===== src/hw/rtl/ovl_pkg.sv =====
`timescale 1ns / 1ps

package ovl_pkg;

    // Actions carried by each input word
    typedef enum logic [1:0] {
        ACT_APPEND = 2'd0,
        ACT_DELETE = 2'd1,
        ACT_UPDATE = 2'd2,
        ACT_FIND   = 2'd3
    } t_action;

    localparam int unsigned VALUE_W = 32;
    localparam int unsigned COUNT_W = 5;

    // Input word
    typedef struct packed {
        t_action                    action;
        logic signed [VALUE_W-1:0]  key;
        logic signed [VALUE_W-1:0]  new_value;
    } t_in_word;

    // Result word
    typedef struct packed {
        logic               hit;
        logic [COUNT_W-1:0] entry_count;
        logic               dropped;
    } t_out_word;

    // Command broadcast from the controller to every cell
    typedef struct packed {
        logic               apply;
        t_action            action;
        logic [VALUE_W-1:0] key;
        logic [VALUE_W-1:0] new_value;
        logic [VALUE_W-1:0] cmp_key;
    } t_cell_cmd;

endpackage


===== src/hw/rtl/ovl_cell.sv =====
`timescale 1ns / 1ps

module ovl_cell
    import ovl_pkg::*;
(
    input  logic               i_clk,
    input  t_cell_cmd          i_cmd,
    input  logic               i_occupied,
    input  logic               i_tail,
    input  logic               i_seen_prev,
    input  logic [VALUE_W-1:0] i_next_entry,
    output logic [VALUE_W-1:0] o_entry,
    output logic               o_seen
);

    logic [VALUE_W-1:0] r_entry;
    logic [VALUE_W-1:0] n_entry;
    logic               r_match;

    // Compare this entry against the incoming key on every edge
    always_ff @(posedge i_clk) begin
        r_match <= i_occupied && (r_entry == i_cmd.cmp_key);
    end

    // Pick the next entry: write tail, shift toward head, or replace
    always_comb begin
        n_entry = r_entry;
        if (i_cmd.apply) begin
            case (i_cmd.action)
                ACT_APPEND: begin
                    if (i_tail) begin
                        n_entry = i_cmd.key;
                    end
                end
                ACT_DELETE: begin
                    if (i_seen_prev || r_match) begin
                        n_entry = i_next_entry;
                    end
                end
                ACT_UPDATE: begin
                    if (r_match && !i_seen_prev) begin
                        n_entry = i_cmd.new_value;
                    end
                end
                default: begin
                    n_entry = r_entry;
                end
            endcase
        end
    end

    always_ff @(posedge i_clk) begin
        r_entry <= n_entry;
    end

    assign o_entry = r_entry;
    assign o_seen  = i_seen_prev || r_match;

endmodule


===== src/hw/rtl/ordered_value_list_core.sv =====
`timescale 1ns / 1ps

// Ordered value list: keeps up to CAPACITY signed 32-bit values in arrival
// order, one value per cell in a row of cells. On the accept edge every cell
// compares its value with the key; in the next cycle the first-match flag
// ripples down the row and the cells append, shift or replace. The result
// strobe o_done follows in the next cycle, in the same cycle that busy drops,
// so the next word can be accepted while o_done is high, but not while busy.
// The result is shown for exactly one cycle and must be captured then.
// Stored values have no reset; only the count, busy and done are cleared.

module ordered_value_list_core
    import ovl_pkg::*;
#(
    parameter int unsigned CAPACITY = 16
) (
    input  logic      i_clk,
    input  logic      i_rst_n,
    input  logic      start,
    output logic      busy,
    input  t_in_word  i_data,
    output logic      o_done,
    output t_out_word o_result
);

    localparam int unsigned CW = $clog2(CAPACITY + 1);

    logic                r_busy;
    logic                r_done;
    logic [CW-1:0]       r_count;
    logic [CW-1:0]       n_count;
    t_action             r_action;
    logic [VALUE_W-1:0]  r_key;
    logic [VALUE_W-1:0]  r_new_value;
    t_out_word           r_result;
    t_out_word           n_result;
    t_cell_cmd           w_cmd;
    logic                w_accept;
    logic                w_hit;
    logic [31:0]         w_count_ext;
    logic [VALUE_W-1:0]  w_entry [CAPACITY];
    logic                w_seen  [CAPACITY+1];

    assign w_accept = start && !r_busy;

    // Broadcast command to the cells
    assign w_cmd.apply     = r_busy;
    assign w_cmd.action    = r_action;
    assign w_cmd.key       = r_key;
    assign w_cmd.new_value = r_new_value;
    assign w_cmd.cmp_key   = i_data.key;

    // Row of cells, first-match flag rippling from head to tail
    assign w_seen[0] = 1'b0;

    for (genvar gi = 0; gi < CAPACITY; gi++) begin : g_cell
        logic [VALUE_W-1:0] w_next;
        if (gi == CAPACITY - 1) begin : g_last
            assign w_next = w_entry[gi];
        end else begin : g_mid
            assign w_next = w_entry[gi+1];
        end
        ovl_cell u_cell (
            .i_clk        (i_clk),
            .i_cmd        (w_cmd),
            .i_occupied   (CW'(gi) < r_count),
            .i_tail       (CW'(gi) == r_count),
            .i_seen_prev  (w_seen[gi]),
            .i_next_entry (w_next),
            .o_entry      (w_entry[gi]),
            .o_seen       (w_seen[gi+1])
        );
    end

    assign w_hit = w_seen[CAPACITY];

    // Work out the new count and the result word
    always_comb begin
        n_count  = r_count;
        n_result = '0;
        unique case (r_action)
            ACT_APPEND: begin
                if (r_count == CW'(CAPACITY)) begin
                    n_result.dropped = 1'b1;
                end else begin
                    n_count = r_count + CW'(1);
                end
            end
            ACT_DELETE: begin
                n_result.hit = w_hit;
                if (w_hit) begin
                    n_count = r_count - CW'(1);
                end
            end
            ACT_UPDATE: begin
                n_result.hit = w_hit;
            end
            ACT_FIND: begin
                n_result.hit = w_hit;
            end
            default: begin
                n_count = r_count;
            end
        endcase
        w_count_ext          = 32'(n_count);
        n_result.entry_count = w_count_ext[COUNT_W-1:0];
    end

    // Control: accept, apply, strobe
    always_ff @(posedge i_clk) begin
        if (!i_rst_n) begin
            r_busy  <= 1'b0;
            r_done  <= 1'b0;
            r_count <= '0;
        end else begin
            r_done <= r_busy;
            if (w_accept) begin
                r_busy <= 1'b1;
            end else if (r_busy) begin
                r_busy  <= 1'b0;
                r_count <= n_count;
            end
        end
    end

    // Hold the word under work and the result
    always_ff @(posedge i_clk) begin
        if (w_accept) begin
            r_action    <= i_data.action;
            r_key       <= i_data.key;
            r_new_value <= i_data.new_value;
        end
        if (r_busy) begin
            r_result <= n_result;
        end
    end

    assign busy     = r_busy;
    assign o_done   = r_done;
    assign o_result = r_result;

    a_count_bound: assert property (@(posedge i_clk) disable iff (!i_rst_n)
        r_count <= CW'(CAPACITY))
        else $error("count above capacity");

    a_accept_busy: assert property (@(posedge i_clk) disable iff (!i_rst_n)
        w_accept |=> r_busy && !r_done)
        else $error("accepted word did not start work");

    a_done_after_busy: assert property (@(posedge i_clk) disable iff (!i_rst_n)
        r_busy |=> r_done && !r_busy)
        else $error("result strobe did not follow work cycle");

    a_drop_full: assert property (@(posedge i_clk) disable iff (!i_rst_n)
        (r_done && r_result.dropped) |-> (r_count == CW'(CAPACITY) && !r_result.hit))
        else $error("drop reported on a list that is not full");

endmodule

===== config.mk =====
export PLATFORM = sky130hd
export DESIGN_NAME = ordered_value_list_core
export DESIGN_NICKNAME = d
export VERILOG_FILES = /design/src/hw/rtl/ovl_pkg.sv /design/src/hw/rtl/ovl_cell.sv /design/src/hw/rtl/ordered_value_list_core.sv
export SDC_FILE = /design/constraint.sdc
export NUM_CORES = 1
export LEC_CHECK = 0
export ABC_CLOCK_PERIOD_IN_PS = 10700
export BUFFER_PORTS_ARGS = -buffer_cell sky130_fd_sc_hd__buf_2
export CORE_MARGIN = 4
export CORE_UTILIZATION = 50
export CTS_CLUSTER_SIZE = 40
export DETAILED_ROUTE_END_ITERATION = 12
export HOLD_SLACK_MARGIN = 0.05
export PLACE_DENSITY_LB_ADDON = 0.3
export SYNTH_ARGS = -nofsm -noshare
export SYNTH_HDL_FRONTEND = slang
export SYNTH_SLANG_ARGS = --single-unit

===== constraint.sdc =====
create_clock -name i_clk -period 10.7 [get_ports i_clk]
set_clock_uncertainty 0.1 [all_clocks]
set_input_delay 0.535 -clock i_clk [delete_from_list [all_inputs] [get_ports i_clk]]
set_output_delay 0.535 -clock i_clk [all_outputs]
set_load 0.01 [all_outputs]

# Word level (Yosys, flattened, before mapping)

Index checks and enable logic that the tools add are counted.

Bits in latches: 0
Output and inout bits: 9
Bits in writable memories: 0
Logic and storage cells: 295
Bits in read-only memories: 0
Register bits after elaboration: 608
Memories kept: 0

Divide/modulo/power cells: 0
Reductions and logical operators: 85
Shift operators: 0
Mux-type cells: 68
Add/subtract/negate cells: 2
Bitwise operators: 1
Eq/ne operators: 82
Order comparisons: 16
Multipliers: 0

Operators with widths:

| operator            | number |
|---|---|
| $mux 32             | 47 |
| $pmux 32 s3         | 15 |
| $eq 32x32->1        | 16 |
| $ne 2x1->1 const B  | 47 |
| $reduce_and 5->1    | 15 |
| $pmux 32 s2         | 1 |
| $eq 4x5->1 const A  | 8 |
| $lt 4x5->1 const A  | 8 |
| $logic_and 1x1->1   | 32 |
| $eq 3x5->1 const A  | 4 |
| $lt 3x5->1 const A  | 4 |
| $logic_not 1->1     | 16 |
| $logic_or 1x1->1    | 15 |
| $eq 2x5->1 const A  | 2 |
| $lt 1x5->1 const A  | 2 |
| $lt 2x5->1 const A  | 2 |
| $mux 5              | 2 |
| $pmux 5 s2          | 1 |
| $add 5x1->5 const B | 1 |
| $eq 1x5->1 const A  | 1 |
| $eq 5x5->1 const B  | 1 |
| $logic_not 5->1     | 1 |
| $sub 5x1->5 const B | 1 |
| $eq 2x2->1 const B  | 2 |
| 9 further kinds     | 10 |

# Longest topological paths before layout

Word-level depth: 18
Depth in mapped cells: 8

# Cells and area by module

A second synthesis with hierarchy kept.

Cells, all modules: 3,415
Area, all modules: 35,198.8 µm²

By module, submodules not included:

| module                  | times used | cells an instance | area an instance (µm²) | seq. area each (µm²) |
|---|---|---|---|---|
| ovl_cell                | 16         | 201               | 2,008.2                | 980.9 |
| ordered_value_list_core | 1          | 199               | 3,067.9                | 2,332.2 |

# Worst setup path after synthesis

Ideal clock, no wire load.

Path type: register -> register
Start point: reg r_action[0]
End point: reg g_cell[3].u_cell.r_entry[0], enable pin
Cell stages (with the launch flop): 9
Path slack: 6,390 ps
Arrival time: 3,740 ps
Library setup time: 470 ps
Path buffers: 3
Required time: 10,130 ps
Cell sequence: edfxtp_1 inv_1 ha_1 clkbuf_1 buf_2 buf_2 a21oi_1 a21oi_1 a211oi_1

Longest elaborated chain between the ends: 3
Elaborated cells on any way between the ends: 8
Those cells by class: eq/ne: 5; reduce/logical: 3

RTL lines:

| what                                                             | line                           | RTL |
|---|---|---|
| from (decl)                                                      | ordered_value_list_core.sv:32  | `t_action r_action;` |
| from (signal assigned)                                           | ordered_value_list_core.sv:129 | `r_action <= i_data.action;` |
| $eq 2x2->1 (tied with other cells)                               | ovl_cell.sv:29                 | `case (i_cmd.action)` |
| $ne 2x1->1 (no source line) or $reduce_bool 3->1 (tied branches) | --                             |  |
| $reduce_and 5->1 (no source line) *                              | --                             |  |
| to (signal assigned)                                             | ovl_cell.sv:53                 | `r_entry <= n_entry;` |
| to (decl)                                                        | ovl_cell.sv:16                 | `logic [VALUE_W-1:0] r_entry;` |

Mark *: on every way between the ends. The rest lies on a longest branch, timed or not.
A chain may end at the register's enable or synchronous reset.

# Worst setup path after layout

Start point: reg r_action[1]
End point: reg g_cell[6].u_cell.r_entry[16], enable pin

Longest elaborated chain between the ends: 3
Elaborated cells on any way between the ends: 8
Those cells by class: eq/ne: 5; reduce/logical: 3

RTL lines:

| what                                                             | line |
|---|---|
| $eq 2x2->1 (tied with other cells)                               | ovl_cell.sv:29 |
| $ne 2x1->1 (no source line) or $reduce_bool 3->1 (tied branches) | -- |
| $reduce_and 5->1 (no source line) *                              | -- |
| to (signal assigned)                                             | ovl_cell.sv:53 |
| to (decl)                                                        | ovl_cell.sv:16 |

Marked as above.

==> results.sh <==
export IMPL_status="completed"
export IMPL_grt_max_degree=104
export IMPL_cp_num_cells=7
export IMPL_cpMostUsedCell="buf_4"
export IMPL_cts_clk_slew_worst_paths_ns=0.06
export IMPL_cts_root_buf="clkbuf_16"
export IMPL_drt_iter0_drc=3542
export IMPL_setup_viol=0
export IMPL_crit_start="r_action[1]"
export IMPL_timing_hold_violations_final=0
export IMPL_ant_nets=0
export IMPL_cts_tree="built"
export IMPL_crit_end="g_cell[6].u_cell.o_entry[16]"
export IMPL_cts_setup_buffers=0
export IMPL_track_usage_pct=33.7
export IMPL_place_congestion=1.04
export IMPL_port_buffers=77
export IMPL_viasPerCell=6.29
export IMPL_core_area_um2=61700
export IMPL_postSynth_asyncResetShare_pct=0
export IMPL_cap_violations=0
export IMPL_synth_seq_cells=608
export IMPL_r2r_start="r_action[1]"
export IMPL_maxSlewViolCount=0
export IMPL_critPathMaxFanout=89
export IMPL_dp_hpwl_mm=79.9
export IMPL_cp_slowest_cell="buf_4"
export IMPL_wl_per_cell_um=31.2
export IMPL_crit_chain="inv_1 > ha_4 > buf_4 > a41oi_1 > a31oi_1 > a211oi_4 > buf_4"
export IMPL_h_tree_depth=3
export IMPL_required_ns=10.88
export IMPL_cts_path_max_buffers=3
export IMPL_ios=78
export IMPL_antenna_cells=0
export IMPL_num_vias=23100
export IMPL_antenna_found_initial=3
export IMPL_synth_seq_area_share_pct=57.8
export IMPL_die_area_um2=66400
export IMPL_initial_utilization_pct=50.5
export IMPL_synth_fp_nets=2851
export IMPL_cts_sinks=608
export IMPL_fin_crit_ns=3.72
export IMPL_vdd_drop_max_uv=152
export IMPL_worstSetupPathType="flop to flop"
export IMPL_crit_family="buffers and inverters"
export IMPL_cts_buffers=70
export IMPL_slowest_delay_ns=0.88
export IMPL_syn_area_um2=31200
export IMPL_worstPathArrival_ns=3.90
export IMPL_drc=0
export IMPL_setup_tns_ns=0
export IMPL_final_util_pct=55.9
export IMPL_mostFrequentLayoutCell="edfxtp_1"
export IMPL_synth_avg_cell_area_um2=11.3
export IMPL_nNetsFinal=2858
export IMPL_areaGrowthSynthToFinish_pct=10.6
export IMPL_synth_edf_count=585
export IMPL_power_leakage_uw=0.0116
export IMPL_synthDistinctLibCells=71
export IMPL_wl_mm=114
export IMPL_worstMarginPinSlew_ns=1.45
export IMPL_final_cell_mix="585 x edfxtp_1, 504 x nand2_1, 494 x a21oi_1, 461 x xor2_1, 111 x nor4_1"
export IMPL_crit_path_end_kind="flop"
export IMPL_min_path_type="input pin to flop"
export IMPL_min_period_over_period_pct=34.7
export IMPL_dr_pass1_iters=6
export IMPL_grt_pass1_wl_mm=160
export IMPL_timing_rr_end="g_cell[6].u_cell.o_entry[16]"
export IMPL_reg2reg_depth=7
export IMPL_synthFlopType="edfxtp_1"
export IMPL_die_w_um=258
export IMPL_rsz0062_at_grt="false"
export IMPL_critical_path_buf_inv_count=3
export IMPL_clk_latency_ns=0.63
export IMPL_fmax_ghz=0.269
export IMPL_max_slew_margin_pct=2.87
export IMPL_die_y_um=258
export IMPL_grt_overflow=0
export IMPL_power_density_nw_per_um2=174
export IMPL_rrSetupSlack_ns=6.98
export IMPL_fill_cells=5302
export IMPL_synthCells=2772
export IMPL_fp_row_count=91
export IMPL_grt_pass1_vias=21700
export IMPL_drive_gt1_share_pct=10.3
export IMPL_worstSetupStartpointType="flop"
export IMPL_yosysWarnings=0
## final cells by class
class                           instances  area, um2  area share [%]
Tap cell                              837       1050            3.03
Multi-Input combinational cell       1932      12100            35.0
Clock buffer                           83       1830            5.31
Clock inverter                         41        435            1.26
Sequential cell                       608      18000            52.2
Inverter                               16       60.1           0.174
Timing Repair Buffer                  151       1030            2.97
## worst reg2reg max path: stages (launching register included)
cell and delay [ns]:
edfxtp_1 0.45, inv_1 0.17, ha_4 0.70, buf_4 0.88
a41oi_1 0.26, a31oi_1 0.31, a211oi_4 0.07, buf_4 0.40
## through the flow
| stage | hold WS, ns | cells | power [uW] | instance area, um2 | worst slack (ns) |
|---|---|---|---|---|---|
| floorplan | 0.445 | 2772 | 3310 | 31200 | 6.39 |
| global placement | 0.459 | 3510 | 3590 | 31900 | 7.08 |
| detailed placement | 0.465 | 3510 | 3600 | 31900 | 7.03 |
| CTS | 0.131 | 3668 | 6010 | 34500 | 7.03 |
| global route | 0.135 | 3668 | 6180 | 34500 | 6.81 |
| finish | 0.152 | 3668 | 6020 | 34500 | 6.98 |
## power by group
part | internal, uW | switching, uW
registers | 2760 | 51.2
logic | 214 | 568
clock network | 1420 | 1010
## per-layer routing
| metal | share of wire, % | up-vias | GRT usage (%) | wire (um) |
|---|---|---|---|---|
| met2 | 44 | 1509 | 50.2 | 49800 |
| li1 | - | 9889 | - | - |
| met3 | 12 | 321 | 9.29 | 13200 |
| met1 | 37 | 11400 | 44.0 | 42400 |
| met5 | 0.020 | - | 0 | 23 |
| met4 | 7.7 | 4 | 20.9 | 8840 |
## registers in the layout, indices dropped and copies added (netlist names)
name / cells
r_new_value: 32
g_cell.u_cell.r_match: 16
r_action: 2
r_key: 32
r_count: 5
o_result: 7
o_done: 1
g_cell.u_cell.o_entry: 512
busy: 1
## synthesized netlist by cell type (15+ instances only)
cell / count / area share, %
inv_1: 15 / 0.18
xnor2_1: 49 / 1.4
nor2_1: 47 / 0.57
a21oi_1: 494 / 7.9
xor2_1: 461 / 13
edfxtp_1: 585 / 56
clkbuf_1: 56 / 0.67
nor4_1: 111 / 2.2
mux2_2: 32 / 1.2
nand4_1: 32 / 0.64
nand2_1: 504 / 6.1
buf_2: 103 / 1.7
a21boi_1: 32 / 0.77
nor3_1: 19 / 0.30
buf_4: 24 / 0.58
dfxtp_1: 23 / 1.5
buf_6: 30 / 1.1
nand3_1: 22 / 0.35
## worst min-delay path by stage
stage | startpoint | slack, ns | cells after the start | to
6_report | i_rst_n | 0.15 | 2 | r_count[3]
5_1_grt | i_rst_n | 0.13 | 2 | r_count[3]
4_1_cts | i_rst_n | 0.13 | 2 | r_count[3]
3_5_place_dp | r_new_value[0] | 0.47 | 1 | g_cell[15].u_cell.o_entry[0]
3_3_place_gp | r_key[4] | 0.46 | 1 | g_cell[15].u_cell.o_entry[4]
2_1_floorplan | g_cell[0].u_cell.o_entry[19] | 0.45 | 3 | g_cell[0].u_cell.r_match
## cell families (layout without fill, tap and decap cells)
group                      Yosys count  in the layout  share of synthesized area (%)
DFF                                608            608                           57.8
xor gates and xnor gates           510            510                           14.3
AOI/OAI and AO/OA                  598            598                           10.6
muxes                               34             34                           1.22
adders and majority gates           10             10                          0.401
and+or+nand+nor                    780            780                           11.5
buffers and inverters              232            291                           4.22
## timing repair
action | 4_1_cts | 5_1_grt
hold endpoints to repair | 34 | 0
hold buffers | 34 | 0
setup endpoints to repair | 0 | 0
resized for setup | 0 | 0
(Power assumes the default switching activity.)
